`config.mk`:
```
export PLATFORM = sky130hd
export DESIGN_NAME = bfgs_ram
export DESIGN_NICKNAME = d
export VERILOG_FILES = /design/src/rtl/bfgs_ram.sv
export SDC_FILE = /design/constraint.sdc
export NUM_CORES = 2
export LEC_CHECK = 0
export CAP_MARGIN = 20
export CORE_MARGIN = 5
export CORE_UTILIZATION = 35
export DETAILED_ROUTE_END_ITERATION = 8
export DONT_BUFFER_PORTS = 1
export PLACE_DENSITY = 0.47
export REMOVE_ABC_BUFFERS = 1
export SLEW_MARGIN = 20
export SYNTH_ARGS = -nofsm -noshare
export SYNTH_HDL_FRONTEND = slang
export SYNTH_SLANG_ARGS = --single-unit
```
`constraint.sdc`:
```
create_clock -name clk -period 3.8 [get_ports clk]
set_input_delay 0.57 -clock clk [delete_from_list [all_inputs] [get_ports clk]]
set_output_delay 0.57 -clock clk [all_outputs]
set_load 0.03 [all_outputs]
```
`src/rtl/bfgs_ram.sv`:
```
`default_nettype none
// ----------------------------------------------------------------------------
// bfgs_ram
// Simple dual-port RAM: one write port, one read port, registered read.
// ----------------------------------------------------------------------------
module bfgs_ram #(
  parameter int WIDTH = 32,
  parameter int DEPTH = 64,
  localparam int AW = $clog2(DEPTH)
) (
  input  logic             clk,
  input  logic             we,
  input  logic [AW-1:0]    waddr,
  input  logic [WIDTH-1:0] wdata,
  input  logic [AW-1:0]    raddr,
  output logic [WIDTH-1:0] rdata
);

  logic [WIDTH-1:0] mem_r [DEPTH];
  logic [WIDTH-1:0] rd_r;

  always_ff @(posedge clk) begin
    if (we) begin
      mem_r[waddr] <= wdata;
    end
    rd_r <= mem_r[raddr];
  end

  assign rdata = rd_r;

endmodule
`default_nettype wire

```
==> summary.md <==
| Metric | Value |
|---|---|
| Placed cells | 6,238 |
| Slew Limit Fails | 100 |
| P per Cell Area | 533.3 nW/um^2 |
| Setup slack, reg-to-reg | around 1.6 ns |
| Cell repeated most along the worst path | buf_16 |
| Final worst path period share | 0.9408 |
| Hold_sp | raddr[4] |
| Post-detail-place hpwl | ~110,000 um |
| Number of global-route vias before repair | about 37,000 |
| Placed cell areas | about 83,000 um^2 |
| Violated checks | max-slew violations |
| Io pins | 78 |
| Final Hold Violating Endpoints | 0 |
| Slowest Stage Delay on Critical Path | roughly 0.57 ns |
| Register bit total from synthesis | 2,080 |
| Worst setup SP type | primary input |
| Critical register-to-register path startpoint | mem_r[15][28] |
| Max transition margin | -0.2723 |
| Clock Path Buffers | 3 |
| DRC viols | 0 |
| CP startpoint | raddr[0] |
| CTS tree | done |
| Worst slack, placed | between 0.3 and 0.4 ns |
| Req. time, crit path | roughly 4.5 ns |
| Final WS setup | between 0.2 and 0.25 ns |
| Overflow after GRT | 0 |
| Total track usage | 0.1893 |
| Yosys warnings | 0 |
| CP max-delay cell | mux4_2 |
| Layout net count | about 3,600 |
| Seq/Total Area, Yosys | 0.7914 |
| Total die area | ~230,000 um^2 |
| Final non-filler cell total | approximately 6,700 |
| Port Buffer Count | 0 |
| Setup Crit Path Kind | in2reg |
| Die Y-Extent | about 480 um |
| Final Setup Violations | 0 |
| Clock-pin slew on the worst setup and hold paths | about 0.060 ns |
| Worst-Margin Slew | ~1.9 ns |
| Max cap viols | 0 |
| Vias per cell | ~5.5 |
| Post-Syn Area | between 70,000 and 80,000 um^2 |
| Initial antenna violation count | 6 |
| GPL Wtd Cong | 0.7257 |
| Post-synth EDFFs | slightly above 2,000 |
| Setup tns final | 0 ns |
| Multi-input gate area | 15,980 um^2 |
| Starting Density | 0.3525 |
| Final min period | approximately 3.6 ns |
| Max Freq | between 200 and 300 MHz |
| Layout cells sized above 1 | 0.2930 |
| Cell row count | between 150 and 200 |
| Die X | 483.6 um |
| Asr flop ratio synth | 0 |
| Status | finished with violations |
| Area Overhead vs Synth | 16.33% |
| First DRT Iteration DRCs | roughly 3,800 |
| Worst skew pair latency | ~0.85 ns |
| CTS Root Cell | clkbuf_16 |
| CP Cell Sequence | buf_16, buf_16, buf_16, buf_16, mux4_2, mux4_2, o22ai_2, nor2_1 |
| Post-Route WL | 226,400 um |
| Crit end category | register |
| FILL cells | ~19,000 |
| Syn avg cell area | roughly 24 um^2 |
| Final design area excluding fillers | between 90,000 and 100,000 um^2 |
| Final Skew | about 0.035 ns |
| Total iterations of the first detailed-routing run | 5 |
| Largest net degree at the start of global routing | about 500 |
| Synthesized instance count | roughly 3,300 |
| Antenna Violating Nets Remaining | 0 |
| Main flop type after synthesis | edfxtp_1 |
| RSZ-0062 raised after global routing | no |
| WL/cell | 33.90 um |
| Arrival time at the worst endpoint | 4.28 ns |
| Min-delay worst type | in2reg |
| Vias | 36,601 |
| Worst hold margin | roughly 0.082 ns |
| Peak supply drop | roughly 0.44 mV |
| CTS Sinks | 2,080 |
| Synth cell types | 34 |
| Worst Path Max Fanout | 82 |
| Core Footprint | about 220,000 um^2 |
| Number of H-tree levels | 4 |
| Total CTS buffers | roughly 210 |
| Seq. cell area | between 60,000 and 70,000 um^2 |
| Leakage | between 20 and 30 nW |
| First-pass GRT wire length | ~310,000 um |
[metal layers]
layer  vias up  GRT usage  share of wire
li1      14707          -              -
met1     20550     0.2753           0.45
met2      1099     0.3054           0.48
met3       245    0.03059          0.055
met4         0    0.03617          0.016
met5         -          0              0
[final cells by class]
class                   instances  area share
well taps                    2975     0.04075
flip-flops and latches       2080      0.6803
diodes                          1  0.00002740
repair buffers                163     0.02748
multi-input cells            1062      0.1749
clock buffers                 295     0.06415
clock inverters               103     0.01230
[path summary, 6_finish.rpt]
| check | end | cells after the start |
|---|---|---|
| worst max-delay path | rdata[2] | 8 |
| worst min-delay path | rdata[0] | 2 |
| worst max register to register | rdata[28] | 5 |
| worst min register to register | rdata[4] | 4 |
[state kept, by name, summed over array words and instances, names as in the netlist]
name / flops
rdata: 32
mem_r: 2048
[cell usage after synthesis (3+ instances only)]
library cell,instances,share of area
or3b_2,3,0.00033
nand3b_1,5,0.00048
and3_1,4,0.00032
nor2b_1,15,0.0012
or3_1,3,0.00024
dfxtp_1,32,0.0082
buf_2,57,0.0036
nor3_1,7,0.00045
edfxtp_1,2048,0.78
o22ai_1,84,0.0067
mux2i_1,93,0.012
a22oi_1,12,0.0011
o32ai_1,4,0.00045
nor2_1,137,0.0065
mux4_2,544,0.16
nand3_1,5,0.00032
o221ai_1,27,0.0030
a21oi_1,62,0.0040
nand2b_1,8,0.00064
a41o_1,4,0.00051
clkbuf_1,74,0.0035
buf_4,25,0.0024
buf_1,21,0.0010
buf_6,5,0.00072
nand2_1,26,0.0012
a311oi_1,8,0.00089
[critical path, delay by kind of cell]
| kind | cells | cell delay (ns) |
|---|---|---|
| buffers and inverters | 4 | 1.69 |
| AO/OA/AOI/OAI | 1 | 0.53 |
| multiplexers | 2 | 1.09 |
| AND/OR/NAND/NOR | 1 | 0.10 |
[layout by cell type (no fill, tap or decap), types with 5 or more instances in the layout]
cell type / synthesis / layout
edfxtp_1: 2048 / 2048
mux4_2: 544 / 544
clkbuf_16: 0 / 217
mux2i_1: 93 / 93
o22ai_1: 84 / 83
buf_4: 25 / 82
nor2_1: 137 / 74
a21oi_1: 62 / 62
nor2_4: 0 / 62
clkbuf_1: 74 / 61
buf_12: 0 / 39
buf_16: 0 / 37
dfxtp_1: 32 / 32
clkinv_2: 0 / 31
clkinv_1: 0 / 29
o221ai_1: 27 / 27
nand2_1: 26 / 26
clkbuf_8: 0 / 20
bufinv_16: 0 / 18
nor2b_1: 15 / 14
a22oi_1: 12 / 12
a311oi_1: 8 / 8
nand2b_1: 8 / 7
clkinvlp_4: 0 / 7
inv_6: 0 / 6
nand3b_1: 5 / 5
nor3_1: 7 / 5
nand3_1: 5 / 5
[through the flow]
step	power, mW	utilization
floorplan	26.97	-
finish	48.71	0.4101
detailed placement	27.60	0.3737
CTS	49.02	0.4091
global route	50.30	0.4101
global placement	27.61	0.3737
[kinds of logic after synthesis]
logic type,count (synthesis),share of synthesized area
flip-flops,2080,0.7914
multiplexers,637,0.1679
AND/OR/NAND/NOR,223,0.01265
AO/OA/AOI/OAI,202,0.01673
buffers and inverters,182,0.01128
[report_power, final]
| group | switching [mW] | internal (mW) | total [mW] |
|---|---|---|---|
| registers | 0.255 | 25.4 | 25.6 |
| clock network | 8.92 | 12.0 | 20.9 |
| logic | 1.21 | 0.917 | 2.12 |
| total | 10.4 | 38.3 | 48.7 |
[what timing repair did]
action                      CTS  global route
hold endpoints to repair   2058             0
hold buffers                 34             0
buffers inserted              0             0
resized for setup             0             1
setup endpoints to repair     0            19
Note: power is estimated with default switching activity, not from simulation.
