==> config.mk <==
export PLATFORM = sky130hd
export DESIGN_NAME = bfgs_div
export DESIGN_NICKNAME = d
export VERILOG_FILES = /design/src/rtl/bfgs_pkg.sv /design/src/rtl/bfgs_div.sv
export SDC_FILE = /design/constraint.sdc
export NUM_CORES = 1
export LEC_CHECK = 0
export ABC_AREA = 1
export BUFFER_PORTS_ARGS = -buffer_cell sky130_fd_sc_hd__buf_2
export CORE_ASPECT_RATIO = 0.6
export CORE_MARGIN = 2
export CORE_UTILIZATION = 30
export CTS_CLUSTER_DIAMETER = 200
export DETAILED_ROUTE_END_ITERATION = 7
export PLACE_DENSITY = 0.43
export SLEW_MARGIN = 5
export SYNTH_ARGS = -nofsm -noshare
export SYNTH_HDL_FRONTEND = slang
export SYNTH_SLANG_ARGS = --single-unit
==> constraint.sdc <==
create_clock -name clk -period 3.27 [get_ports clk]
set_input_delay 0.1635 -clock clk [delete_from_list [all_inputs] [get_ports clk]]
set_output_delay 0.1635 -clock clk [all_outputs]
set_load 0.02 [all_outputs]
==> src/rtl/bfgs_pkg.sv <==
`default_nettype none
// ----------------------------------------------------------------------------
// bfgs_pkg
// Shared types, request codes and saturation helpers for the BFGS
// inverse-Hessian update block.
// ----------------------------------------------------------------------------
package bfgs_pkg;

  localparam int DATA_W = 32;
  localparam int SIZE_W = 7;
  localparam logic [SIZE_W-1:0] SIZE_RESET = 7'd64;

  // request codes
  localparam logic [1:0] REQ_LOAD_ENTRY = 2'd0;
  localparam logic [1:0] REQ_LOAD_VEC   = 2'd1;
  localparam logic [1:0] REQ_COMPUTE    = 2'd2;
  localparam logic [1:0] REQ_READ       = 2'd3;

  // status codes
  localparam logic [1:0] ST_OK      = 2'd0;
  localparam logic [1:0] ST_ZERO_SY = 2'd1;
  localparam logic [1:0] ST_SAT     = 2'd2;

  localparam logic signed [63:0] SAT_MAX64 = 64'sh0000_0000_7FFF_FFFF;
  localparam logic signed [63:0] SAT_MIN64 = 64'shFFFF_FFFF_8000_0000;

  typedef struct packed {
    logic [1:0]               req_type;
    logic [5:0]               row;
    logic [5:0]               col;
    logic signed [DATA_W-1:0] matrix_value;
    logic signed [DATA_W-1:0] coord_new;
    logic signed [DATA_W-1:0] coord_prev;
    logic signed [DATA_W-1:0] grad_new;
    logic signed [DATA_W-1:0] grad_prev;
  } req_t;

  typedef struct packed {
    logic signed [DATA_W-1:0] read_value;
    logic [1:0]               status;
  } rsp_t;

  typedef struct packed {
    logic                     start;
    logic signed [DATA_W-1:0] num;
    logic signed [DATA_W-1:0] den;
  } div_req_t;

  typedef struct packed {
    logic                     busy;
    logic                     done;
    logic                     sat;
    logic signed [DATA_W-1:0] quo;
  } div_rsp_t;

  function automatic logic signed [31:0] sat32(input logic signed [63:0] x);
    logic signed [31:0] r;
    if (x > SAT_MAX64) begin
      r = 32'sh7FFF_FFFF;
    end else if (x < SAT_MIN64) begin
      r = 32'sh8000_0000;
    end else begin
      r = x[31:0];
    end
    return r;
  endfunction

  function automatic logic sat_hit(input logic signed [63:0] x);
    return (x > SAT_MAX64) || (x < SAT_MIN64);
  endfunction

  function automatic logic signed [63:0] sx64(input logic signed [31:0] x);
    return {{32{x[31]}}, x};
  endfunction

endpackage
`default_nettype wire

==> src/rtl/bfgs_div.sv <==
`default_nettype none
// ----------------------------------------------------------------------------
// bfgs_div
// Serial fixed-point divider: sat((num << FRAC_BITS) / den), truncated
// toward zero, one quotient bit per cycle.
// ----------------------------------------------------------------------------
module bfgs_div import bfgs_pkg::*; #(
  parameter int FRAC_BITS = 20
) (
  input  logic     clk,
  input  logic     rst_n,
  input  div_req_t req,
  output div_rsp_t rsp
);

  localparam int NUM_W = 32 + FRAC_BITS;
  localparam int CNT_W = $clog2(NUM_W + 1);
  localparam logic [NUM_W-1:0] POS_LIM = NUM_W'(32'h7FFF_FFFF);
  localparam logic [NUM_W-1:0] NEG_LIM = NUM_W'(32'h8000_0000);

  logic             busy_r, done_r, neg_r;
  logic [CNT_W-1:0] cnt_r;
  logic [NUM_W-1:0] num_r, q_r;
  logic [31:0]      rem_r, den_r;

  logic [32:0] na, nb, rem_sh, rem_diff;
  logic        ge, over;
  logic [31:0] q_lo;

  always_comb begin
    na       = req.num[31] ? (33'd0 - {req.num[31], req.num}) : {1'b0, req.num};
    nb       = req.den[31] ? (33'd0 - {req.den[31], req.den}) : {1'b0, req.den};
    rem_sh   = {rem_r, num_r[NUM_W-1]};
    rem_diff = rem_sh - {1'b0, den_r};
    ge       = !rem_diff[32];
    over     = neg_r ? (q_r > NEG_LIM) : (q_r > POS_LIM);
    q_lo     = q_r[31:0];
    rsp.busy = busy_r;
    rsp.done = done_r;
    rsp.sat  = over;
    if (over) begin
      rsp.quo = neg_r ? 32'sh8000_0000 : 32'sh7FFF_FFFF;
    end else begin
      rsp.quo = neg_r ? (32'd0 - q_lo) : q_lo;
    end
  end

  always_ff @(posedge clk) begin
    if (!rst_n) begin
      busy_r <= 1'b0;
      done_r <= 1'b0;
      cnt_r  <= '0;
    end else begin
      done_r <= 1'b0;
      if (req.start && !busy_r) begin
        busy_r <= 1'b1;
        cnt_r  <= CNT_W'(NUM_W);
      end else if (busy_r) begin
        cnt_r <= cnt_r - CNT_W'(1);
        if (cnt_r == CNT_W'(1)) begin
          busy_r <= 1'b0;
          done_r <= 1'b1;
        end
      end
    end
  end

  always_ff @(posedge clk) begin
    if (req.start && !busy_r) begin
      num_r <= {na[31:0], {FRAC_BITS{1'b0}}};
      den_r <= nb[31:0];
      rem_r <= '0;
      q_r   <= '0;
      neg_r <= req.num[31] ^ req.den[31];
    end else if (busy_r) begin
      rem_r <= ge ? rem_diff[31:0] : rem_sh[31:0];
      q_r   <= {q_r[NUM_W-2:0], ge};
      num_r <= num_r << 1;
    end
  end

endmodule
`default_nettype wire

==> results of run 1 <==
==> report_power, final <==
| part | total, W | switching (W) | internal (W) |
|---|---|---|---|
| registers | 0.00254 | 0.000189 | 0.00235 |
| logic | 0.00450 | 0.00302 | 0.00148 |
| clock network | 0.00204 | 0.000867 | 0.00117 |
| total | 0.00907 | 0.00407 | 0.00500 |
==> cells in the final DEF, fill, tap and decap left out, types with 3 or more instances in the layout <==
cell,n
a21oi_1,33
a31oi_1,7
buf_12,3
buf_2,101
buf_4,10
clkbuf_16,18
clkinv_2,3
clkinv_4,3
dfxtp_1,92
diode_2,5
edfxtp_1,65
ha_1,37
inv_1,310
inv_2,3
nand2_1,553
nand2_2,8
nand3_1,123
nand3b_1,4
nand4_1,23
nor2_1,144
nor3_1,22
nor3_2,6
nor4_1,7
o21ai_0,66
o22ai_1,50
or2_2,9
xnor2_1,22
xor2_1,60
==> cell families (layout without fill, tap and decap cells) <==
logic type	after synthesis	in the layout
flip-flops	157	157
XOR/XNOR	82	82
adder cells (fa/ha/maj)	38	38
buffers and inverters	363	461
AND/OR/NAND/NOR	907	907
AO/OA/AOI/OAI	168	168
other	0	5
==> flip-flops by register name, indices dropped and copies added (netlist names) <==
signal / cells
busy_r: 1
rem_r: 32
q_r: 52
neg_r: 1
num_r: 32
done_r: 1
cnt_r: 6
den_r: 32
==> through the flow <==
stage / instances / power (W) / worst slack, ns / hold slack, ns
6_report: 2294 / 0.00907 / 0.322 / 0.0409
5_1_grt: 2291 / 0.00988 / 0.0616 / 0.0330
4_1_cts: 2289 / 0.00912 / 0.0315 / 0.0194
3_3_place_gp: 2255 / 0.00703 / 0.455 / 0.402
2_1_floorplan: 1715 / 0.00570 / 0.900 / 0.262
3_5_place_dp: 2255 / 0.00703 / 0.347 / 0.406
==> layout make-up <==
| type | instances | area, sq um |
|---|---|---|
| diodes | 5 | 12.5 |
| clock buffers | 19 | 454 |
| clock inverters | 13 | 138 |
| fillers | 3955 | 23600 |
| inverters | 313 | 1170 |
| multi-input cells | 1195 | 5940 |
| flip-flops and latches | 157 | 3790 |
| well taps | 476 | 596 |
| repair buffers | 116 | 661 |
==> layer usage <==
metal | up-vias | part of all wire (%) | track usage (%)
met5 | - | 0.12 | 0
met4 | 8 | 0.37 | 2.82
met3 | 14 | 5.6 | 4.36
met2 | 189 | 37 | 23.8
met1 | 4828 | 57 | 30.4
li1 | 5568 | - | -
==> critical path: stages, from the launching register on <==
cell	delay, ns
dfxtp_1	0.29
inv_1	0.23
ha_1	0.23
nand3_1	0.14
nor3_2	0.24
nand2_1	0.13
nor2_1	0.15
nand4_1	0.16
nand3_4	0.22
nand2_4	0.17
o21ai_0	0.21
buf_2	0.20
==> worst max path at each step <==
| stage | to | slack, ns | cells past startpoint |
|---|---|---|---|
| floorplan | num_r[20] | 0.90 | 4 |
| finish | rsp[0] | 0.32 | 11 |
| CTS | rsp[0] | 0.03 | 11 |
| global route | rsp[18] | 0.06 | 11 |
| global placement | rsp[0] | 0.45 | 11 |
| detailed placement | rsp[0] | 0.35 | 11 |
==> what timing repair did <==
action / in CTS / in global routing
endpoints found under the setup margin: 20 / 21
hold buffers: 2 / 0
hold endpoints to repair: 6 / 0
resized for setup: 1 / 3
==> key figures, run 1 <==
Critical path
  – Setup crit start: q_r[0]
  – Capture point of the worst reg-to-reg path: rem_r[12]
  – Number of cell instances on the worst register-to-register path: 18
  – Type of the worst setup path: flip-flop to primary output
  – Largest fanout on the critical path: 21
  – Startpoint of the most critical register-to-register path: num_r[51]
  – Required arrival time at the worst endpoint: 3.11 ns
  – Arrival time worst endpoint: 2.78 ns
  – Setup slack on the worst flop-to-flop path: 0.56 ns
  – Worst Setup Start Kind: flip-flop
  – CP Capture Type: primary output

Timing
  – Number of failing hold endpoints at the final stage: 0
  – Count of final max-slew check failures: 0
  – Slew at the pin with the worst max-slew slack: 0.946 ns
  – Count of endpoints failing setup in the final report: 0
  – Final critical-path required period: between 2 and 3 ns
  – RSZ-0062 raised after global routing: false
  – Max Clock Freq: 0.339 GHz
  – Worst clock skew: slightly below 0.01 ns
  – Share of the cycle needed by the critical path after routing: about nine tenths
  – Sum Neg Setup Slack: 0 ns
  – Max-slew headroom at the worst pin: 36.3%

Yosys
  – Mux contribution to synthesized area: 0%
  – Sequential cell area fraction in the yosys report: between 30% and 40%
  – Post-synthesis share of cell area spent on xor and xnor gates: 6.45%
  – Number of warnings issued by yosys: 0
  – Cell Area, Synth: approximately 11000 sq um
  – Number of instances in the synthesized netlist: about 1700
  – Most area-hungry cell type in the Yosys netlist: nand2_1
  – #FFs+latches synth: 157
  – Top post-synthesis cells by area: nand2_1 (19%), edfxtp_1 (18%), dfxtp_1 (17%)
  – Syn nets: approximately 1800
  – Compound-Gate Fraction of Synth Area: around 8.5%
  – Dominant synthesized flop cell: dfxtp_1
  – Fraction of the mapped netlist area in simple logic gates: between 30% and 40%
  – Number of distinct library cells after synthesis: between 40 and 50
  – Proportion of netlist area held by the largest area contributor: between 10% and 20%
  – Synth Area in Adders: 4.34%
  – Most common library cells after synthesis: nand2_1 (554), inv_1 (310), nor2_1 (145)
  – Ys async rst share: 0%
  – Count leader, synth: nand2_1
  – Dominant combinational cell family by area after synthesis: simple AND/OR/NAND/NOR gates
  – Average cell area after synthesis: 6.49 sq um
  – Number of flops mapped to enable cells by yosys: between 60 and 70

Finish
  – Fraction of layout instances using a drive strength above 1: under 10%
  – Synth-to-layout area growth: 14.8%
  – Final non-filler cell area: 12800 sq um
  – Post-layout net count: between 1500 and 2000
  – Post-layout util: a little over a third

Min path
  – Hold WC Path Type: input port to flip-flop
  – WHS Endpoint: den_r[25]
  – Hold-critical path depth: 3
  – Hold path startpoint: req[25]

GRT
  – First-pass GRT wire length: approximately 56000 um
  – Overall routing resource usage: ~18%
  – Pin count of the biggest net entering global routing: 86
  – Antenna violations before repair: 10
  – Total grt overflow: 0
  – Via count of the first global-routing pass: ~9900

Power and ir drop
  – Leakage power of the design: 6.58 nW
  – Peak supply drop: 0.000239 V
  – Power density relative to cell area: 710 nW/um^2

Floorplanning
  – Vert. Die Dim: between 150 and 200 um
  – Num ports: about 100
  – Core Rows: 54
  – Placeable core region: approximately 36000 sq um
  – Initial core utilization: 30.6%
  – Total Die Area: roughly 39000 sq um
  – Die Wd: between 200 and 300 um

Placed design
  – Total cell area at the placement stage: about 12000 sq um
  – Hpwl dp: 26900 um
  – Final weighted congestion of routability-driven global placement: between 0.8 and 0.9
  – IO buf count: ~100

Route
  – Count of nets left with antenna violations after detail routing: 0
  – Total wire length after detailed routing: ~34000 um
  – Post-route DRC: 0
  – Via count of the routed design: between 10000 and 15000
  – Ratio of routed vias to standard cells: around 4.6
  – First-pass detailed-route iteration total: 5
  – Avg WL per Cell: between 10 and 15 um
  – DRT iter0 DRCs: approximately 720

CTS
  – Clk sink count: between 150 and 200
  – Clock latency on the worst-skew pair: between 0.4 and 0.5 ns
  – # Post-CTS Setup Buffers: 0
  – Number of H-tree levels: 4
  – CTS root buf: clkbuf_16
  – Number of buffers between clock root and the deepest sink: 2
  – Total clock buffers created by CTS: 17
  – Register clock-pin slew on the reported worst setup and hold paths: approximately 0.070 ns
  – Clock tree from TritonCTS: yes

Status
  – Result of the run: complete, no violations

Flow run
  – Number of max-cap violations: 0
(Power assumes the default switching activity.)
==> run 2, diff against run 1 <==
--- a/config.mk
+++ b/config.mk
@@ -5,7 +5,6 @@
 export SDC_FILE = /design/constraint.sdc
 export NUM_CORES = 1
 export LEC_CHECK = 0
-export ABC_AREA = 1
 export BUFFER_PORTS_ARGS = -buffer_cell sky130_fd_sc_hd__buf_2
 export CORE_ASPECT_RATIO = 0.6
 export CORE_MARGIN = 2
==> run 2 against run 1 <==
The run now ends with negative setup slack left. Global-route usage shrank 2.1 points. Non-clock buffer count is 49 higher. Register-to-register slack worse by 0.37 ns. Largest power group unchanged. Highest routed layer unchanged.
==> key figures, run 2 <==
Critical path
  – Arrival time worst endpoint: 3.45 ns (was 2.78 ns)
  – Cell family with most CP delay: simple AND/OR/NAND/NOR gates (unchanged)
  – CP bufs+invs: 1 (was 2)
  – Cell with the largest stage delay on the worst path: or4_4 (was dfxtp_1)
  – Type of the worst setup path: flip-flop to primary output (unchanged)
  – Crit-path max cell delay: 0.57 ns (was 0.29 ns)
  – Worst Setup Start Kind: flip-flop (unchanged)
  – Required arrival time at the worst endpoint: 3.11 ns (about the same)
  – CP Cell Sequence: or4_4 > nor4_4 > nand3_1 > or4_4 > or3_4 > or3_4 > o311ai_2 > o21ai_1 > nor2_1 > buf_4 (was inv_1 > ha_1 > nand3_1 > nor3_2 > nand2_1 > nor2_1 > nand4_1 > nand3_4 > nand2_4 > o21ai_0 > buf_2)
  – CP Capture Type: primary output (unchanged)
  – Largest fanout on the critical path: 3 (was 21)

Power and ir drop
  – Power density relative to cell area: 700 nW/um^2 (was 710 nW/um^2)
  – Peak supply drop: 0.000389 V (was 0.000239 V)
  – Tot Pwr: 0.00865 W (was 0.00907 W)
  – Leakage power of the design: 5.10 nW (was 6.58 nW)

GRT
  – Overall routing resource usage: 16.4% (was 18.5%)
  – Total grt overflow: 0 (unchanged)
  – Antenna violations before repair: 3 (was 10)
  – Via count of the first global-routing pass: 8006 (was 9947)
  – Pin count of the biggest net entering global routing: 65 (was 86)
  – First-pass GRT wire length: 44600 um (was 55800 um)

Finish
  – Post-layout util: 38.0% (was 35.1%)
  – Synth-to-layout area growth: 24.5% (was 14.8%)
  – Biggest register: q_r (unchanged)
  – Fraction of layout instances using a drive strength above 1: 20.4% (was 9.76%)
  – Max FFs per register: 52 (unchanged)
  – Commonest non-fill, non-tap cell in the layout: nand2_1 (unchanged)
  – Post-layout net count: 1430 (was 1905)
  – Commonest cells after routing, fill and taps aside: nand2_1 (218), o21ai_0 (139), dfxtp_1 (90) (was nand2_1 (553), inv_1 (310), nor2_1 (144))

Placed design
  – Final weighted congestion of routability-driven global placement: 0.796 (was 0.864)
  – Hpwl dp: 19900 um (was 26900 um)
  – IO buf count: 101 (unchanged)

Yosys
  – Ys async rst share: 0% (unchanged)
  – Top post-synthesis cells by area: edfxtp_1 (20%), dfxtp_1 (19%), nand2_1 (8.3%) (was nand2_1 (19%), edfxtp_1 (18%), dfxtp_1 (17%))
  – Count leader, synth: nand2_1 (unchanged)
  – Most common library cells after synthesis: nand2_1 (220), o21ai_0 (148), dfxtp_1 (92) (was nand2_1 (554), inv_1 (310), nor2_1 (145))
  – Number of flops mapped to enable cells by yosys: 65 (unchanged)
  – #FFs+latches synth: 157 (unchanged)
  – Dominant synthesized flop cell: dfxtp_1 (unchanged)
  – Number of warnings issued by yosys: 0 (unchanged)
  – Average cell area after synthesis: 8.20 sq um (was 6.49 sq um)
  – Syn nets: 1315 (was 1820)
  – Number of distinct library cells after synthesis: 72 (was 43)
  – Sequential cell area fraction in the yosys report: 38.2% (was 34.1%)
  – Cell Area, Synth: 9920 sq um (was 11100 sq um)
  – Most area-hungry cell type in the Yosys netlist: edfxtp_1 (was nand2_1)
  – Number of instances in the synthesized netlist: 1210 (was 1715)
  – Proportion of netlist area held by the largest area contributor: 19.7% (was 18.7%)

Timing
  – Slew at the pin with the worst max-slew slack: 0.841 ns (was 0.946 ns)
  – Share of the cycle needed by the critical path after routing: 110% (was 90.1%)
  – Count of endpoints failing setup in the final report: 10 (was 0)
  – Number of failing hold endpoints at the final stage: 0 (unchanged)
  – Max Clock Freq: 0.277 GHz (was 0.339 GHz)
  – Worst clock skew: 0.00676 ns (was 0.00987 ns)
  – Final critical-path required period: 3.61 ns (was 2.95 ns)
  – RSZ-0062 raised after global routing: true (was false)
  – Final setup margin: -0.339 ns (was 0.322 ns)
  – Max-slew headroom at the worst pin: 43.5% (was 36.3%)
  – Count of final max-slew check failures: 0 (unchanged)

Floorplanning
  – Total Die Area: 34600 sq um (was 38700 sq um)
  – Die Wd: 239 um (was 253 um)
  – Num ports: 102 (unchanged)
  – Vert. Die Dim: 145 um (was 153 um)
  – Initial core utilization: 30.6% (about the same)
  – Placeable core region: 32500 sq um (was 36400 sq um)
  – Core Rows: 51 (was 54)

Route
  – Via count of the routed design: 8828 (was 10600)
  – Avg WL per Cell: 16.2 um (was 14.9 um)
  – Count of nets left with antenna violations after detail routing: 0 (unchanged)
  – Total wire length after detailed routing: 28700 um (was 34200 um)
  – Ratio of routed vias to standard cells: 5.00 (was 4.62)
  – Post-route DRC: 0 (unchanged)
  – DRT iter0 DRCs: 645 (was 723)
  – First-pass detailed-route iteration total: 5 (unchanged)

Status
  – Result of the run: finished, violations left (was complete, no violations)
  – Violations in the final reports: negative setup slack

CTS
  – Clock latency on the worst-skew pair: 0.44 ns (about the same)
  – Number of buffers between clock root and the deepest sink: 2 (unchanged)
  – CTS root buf: clkbuf_16 (unchanged)
  – Register clock-pin slew on the reported worst setup and hold paths: 0.07 ns (about the same)
  – Number of H-tree levels: 4 (unchanged)
  – Clk sink count: 157 (unchanged)
  – Total clock buffers created by CTS: 17 (unchanged)
  – Clock tree from TritonCTS: yes (unchanged)

Flow run
  – Number of max-cap violations: 0 (unchanged)

Min path
  – Hold WC Path Type: input port to flip-flop (unchanged)
[run 2: changes by cell type after synthesis, moves of 31 or more]
| cell | change |
|---|---|
| mux2i_1 | +31 |
| inv_1 | -251 |
| nor2_1 | -64 |
| nand3_1 | -109 |
| nand2_1 | -334 |
| o21ai_0 | +82 |
| o22ai_1 | -39 |
[run 2: through the flow]
stage                     hold slack [ns]  worst slack, ns  area, sq um  TNS (ns)  instances
after floorplan                     0.262           0.0463         9930         0       1210
after global placement              0.420           0.0258        11100         0       1709
after detailed placement            0.435           0.0278        11100         0       1709
after CTS                         0.00329           -0.354        11800    -0.959       1745
after global routing               0.0251           -0.490        12400     -4.32       1764
final                              0.0310           -0.339        12400     -1.38       1765
[run 2: final timing paths]
check,from,endpoint,slack (ns),cells past startpoint
hold / removal,req[14],den_r[14],0.03,2
setup / recovery,q_r[6],rsp[29],-0.34,10
setup reg to reg,den_r[0],rem_r[1],0.19,14
hold reg to reg,q_r[51],q_r[51],0.48,2
[run 2: cell type report]
type / instances / area, sq um
fill: 3291 / 20100
multi-input combinational: 924 / 5970
sequential: 157 / 3800
clock inverter: 12 / 96.3
tap: 424 / 531
clock buffer: 20 / 489
inverter: 60 / 230
timing repair buffer: 165 / 1240
antenna: 3 / 7.51
[run 2: timing repair]
action | in CTS | in global routing
endpoints found under the hold margin | 6 | 0
pin swaps | 3 | 24
hold buffers | 4 | 0
setup endpoints to repair | 32 | 61
gates cloned | 0 | 4
resized for setup | 22 | 105
buffers inserted | 0 | 13
[run 2: cells by family (layout without fill, tap and decap cells)]
| family | after synthesis | in the layout | synth area share, % |
|---|---|---|---|
| DFF | 157 | 157 | 38.2 |
| buffers and inverters | 129 | 257 | 5.09 |
| adders and majority gates | 38 | 38 | 4.87 |
| AOI/OAI and AO/OA | 323 | 323 | 19.8 |
| other | 0 | 3 | 0 |
| xor gates and xnor gates | 95 | 95 | 8.38 |
| muxes | 31 | 31 | 3.13 |
| and+or+nand+nor | 437 | 437 | 20.5 |
[run 2: per-layer routing]
| layer | routed length [um] | GRT usage, % | up-vias |
|---|---|---|---|
| met5 | 11 | 0 | - |
| met4 | 394 | 4.70 | 2 |
| met3 | 1180 | 3.43 | 26 |
| met2 | 10900 | 21.3 | 167 |
| met1 | 16200 | 26.1 | 4112 |
| li1 | - | - | 4521 |
[run 2: where the power goes]
group | switching, W | total (W) | internal [W] | leakage, nW
clock network | 0.000895 | 0.00199 | 0.00110 | 0.287
registers | 0.000192 | 0.00253 | 0.00234 | 1.39
logic | 0.00226 | 0.00412 | 0.00186 | 3.43
total | 0.00335 | 0.00865 | 0.00530 | 5.10
==> run 3, diff against run 2 <==
--- a/config.mk
+++ b/config.mk
@@ -5,12 +5,13 @@
 export SDC_FILE = /design/constraint.sdc
 export NUM_CORES = 1
 export LEC_CHECK = 0
+export ABC_AREA = 0
 export BUFFER_PORTS_ARGS = -buffer_cell sky130_fd_sc_hd__buf_2
 export CORE_ASPECT_RATIO = 0.6
-export CORE_MARGIN = 2
 export CORE_UTILIZATION = 30
 export CTS_CLUSTER_DIAMETER = 200
 export DETAILED_ROUTE_END_ITERATION = 7
+export MAX_ROUTING_LAYER = met4
 export PLACE_DENSITY = 0.43
 export SLEW_MARGIN = 5
 export SYNTH_ARGS = -nofsm -noshare
==> run 3 against run 2 <==
The run still ends with negative setup slack left. Via count up 0.88%. Combinational power fell by 1%. First-iteration DRC count shrank 12%. Cell area barely moved. Largest power group unchanged.
==> key figures, run 3 (synthesized netlist as in run 2, its figures left out) <==
Status
  – Result of the run: finished, violations left (unchanged)
  – Violations in the final reports: negative setup slack (unchanged)

Critical path
  – Largest fanout on the critical path: 3 (unchanged)
  – Required arrival time at the worst endpoint: 3.11 ns (about the same)
  – Arrival time worst endpoint: 3.39 ns (was 3.45 ns)
  – Setup slack on the worst flop-to-flop path: 0.24 ns (was 0.19 ns)
  – CP Capture Type: primary output (unchanged)
  – Worst Setup Start Kind: flip-flop (unchanged)
  – Type of the worst setup path: flip-flop to primary output (unchanged)

CTS
  – CTS root buf: clkbuf_16 (unchanged)
  – Number of buffers between clock root and the deepest sink: 2 (unchanged)
  – Register clock-pin slew on the reported worst setup and hold paths: 0.07 ns (about the same)
  – Number of H-tree levels: 4 (unchanged)
  – Clock tree from TritonCTS: yes (unchanged)
  – Clock latency on the worst-skew pair: 0.44 ns (about the same)
  – Total clock buffers created by CTS: 17 (unchanged)
  – Clk sink count: 157 (unchanged)

Power and ir drop
  – Tot Pwr: 0.00859 W (was 0.00865 W)
  – Leakage power of the design: 5.12 nW (was 5.10 nW)
  – Peak supply drop: 0.000375 V (was 0.000389 V)
  – Power density relative to cell area: 695 nW/um^2 (was 700 nW/um^2)

Route
  – Avg WL per Cell: 16.2 um (about the same)
  – Via count of the routed design: 8906 (was 8828)
  – First-pass detailed-route iteration total: 5 (unchanged)
  – Post-route DRC: 0 (unchanged)
  – Total wire length after detailed routing: 28600 um (was 28700 um)
  – Count of nets left with antenna violations after detail routing: 0 (unchanged)
  – Ratio of routed vias to standard cells: 5.03 (was 5.00)
  – DRT iter0 DRCs: 570 (was 645)

Floorplanning
  – Core Rows: 51 (unchanged)
  – Vert. Die Dim: 143 um (was 145 um)
  – Num ports: 102 (unchanged)
  – Initial core utilization: 30.6% (unchanged)
  – Placeable core region: 32500 sq um (unchanged)
  – Total Die Area: 33800 sq um (was 34600 sq um)
  – Die Wd: 237 um (was 239 um)

Finish
  – Biggest register: q_r (unchanged)
  – Commonest non-fill, non-tap cell in the layout: nand2_1 (unchanged)
  – Post-layout net count: 1437 (was 1430)
  – Synth-to-layout area growth: 24.5% (about the same)
  – Final non-filler cell area: 12400 sq um (about the same)
  – Fraction of layout instances using a drive strength above 1: 20.3% (was 20.4%)
  – Max FFs per register: 52 (unchanged)
  – Fill cells: 3367 (was 3291)
  – Commonest cells after routing, fill and taps aside: nand2_1 (219), o21ai_0 (139), dfxtp_1 (90) (was nand2_1 (218), o21ai_0 (139), dfxtp_1 (90))

Timing
  – Count of endpoints failing setup in the final report: 18 (was 10)
  – RSZ-0062 raised after global routing: true (unchanged)
  – Final critical-path required period: 3.55 ns (was 3.61 ns)
  – Share of the cycle needed by the critical path after routing: 109% (was 110%)
  – Count of final max-slew check failures: 0 (unchanged)
  – Final setup margin: -0.285 ns (was -0.339 ns)
  – Max Clock Freq: 0.281 GHz (was 0.277 GHz)
  – Worst clock skew: 0.00977 ns (was 0.00676 ns)
  – Number of failing hold endpoints at the final stage: 0 (unchanged)
  – Slew at the pin with the worst max-slew slack: 0.819 ns (was 0.841 ns)
  – Max-slew headroom at the worst pin: 45.2% (was 43.5%)

Placed design
  – Final weighted congestion of routability-driven global placement: 0.830 (was 0.796)
  – Total cell area at the placement stage: 11100 sq um (about the same)
  – IO buf count: 101 (unchanged)
  – Hpwl dp: 20000 um (was 19900 um)

GRT
  – Antenna violations before repair: 2 (was 3)
  – Overall routing resource usage: 17.1% (was 16.4%)
  – Pin count of the biggest net entering global routing: 64 (was 65)
  – Via count of the first global-routing pass: 7910 (was 8006)
  – Total grt overflow: 0 (unchanged)
  – First-pass GRT wire length: 44100 um (was 44600 um)

Min path
  – Hold WC Path Type: input port to flip-flop (unchanged)

Flow run
  – Number of max-cap violations: 0 (unchanged)
-- run 3: cell count changes in the layout (fill, tap and decap cells not counted), moves of 3 or more --
| cell | before | now |
|---|---|---|
| buf_4 | 62 | 70 |
| dlygate4sd3_1 | 4 | 1 |
| a21oi_4 | 1 | 4 |
| a311oi_2 | 13 | 9 |
-- run 3: routing by layer --
| layer | up-vias | global-route usage [%] | share of wire, % |
|---|---|---|---|
| li1 | 4555 | - | - |
| met1 | 4170 | 26.4 | 57 |
| met2 | 158 | 21.3 | 38 |
| met3 | 23 | 3.36 | 4.1 |
| met4 | 0 | 5.47 | 1.1 |
| met5 | - | - | 0 |
-- run 3: path summary, 6_finish.rpt --
kind / start / to / cells after the start
min: req[13] / den_r[13] / 2
max: q_r[13] / rsp[31] / 10
max reg2reg: den_r[0] / rem_r[1] / 14
min reg2reg: q_r[51] / q_r[51] / 2
-- run 3: critical path: stages (launching register included) --
cell     delay (ns)
dfxtp_2        0.32
or4_4          0.55
nor4_4         0.21
nand3_1        0.15
or4_4          0.44
or3_4          0.34
or3_4          0.36
nor3_2         0.13
xor2_1         0.19
o21ai_2        0.09
buf_2          0.19
-- run 3: cell type report --
cell class / count / area [sq um] / share of cell area [%]
Multi-Input combinational cell: 927 / 5970 / 48.3
Sequential cell: 157 / 3800 / 30.7
Timing Repair Buffer: 169 / 1240 / 10.1
Tap cell: 424 / 531 / 4.29
Clock buffer: 19 / 475 / 3.85
Inverter: 60 / 228 / 1.84
Clock inverter: 13 / 100 / 0.810
Antenna cell: 3 / 7.51 / 0.0608
-- run 3: report_power, final --
group	switching, W	internal [W]	leakage, nW	total, W
Clock	0.000899	0.00108	0.285	0.00198
Combinational	0.00224	0.00184	3.45	0.00408
Sequential	0.000191	0.00234	1.39	0.00253
Total	0.00333	0.00526	5.12	0.00859
-- run 3: metrics by stage --
stage	hold WS, ns	setup TNS [ns]	std cells	utilization [%]	setup slack, ns
6_report	0.0292	-1.55	1772	38.0	-0.285
3_3_place_gp	0.397	0	1712	34.1	0.0260
2_1_floorplan	0.262	0	1210	-	0.0463
5_1_grt	0.0124	-5.47	1771	38.0	-0.402
3_5_place_dp	0.396	0	1712	34.1	0.0227
4_1_cts	0.00450	-3.99	1747	36.0	-0.308
-- run 3: timing repair --
action,CTS,global route
setup endpoints to repair,33,65
setup buffers,2,18
pin swaps,1,20
hold buffers,1,0
gates cloned,0,6
gates resized for setup,7,103
endpoints found under the hold margin,1,0
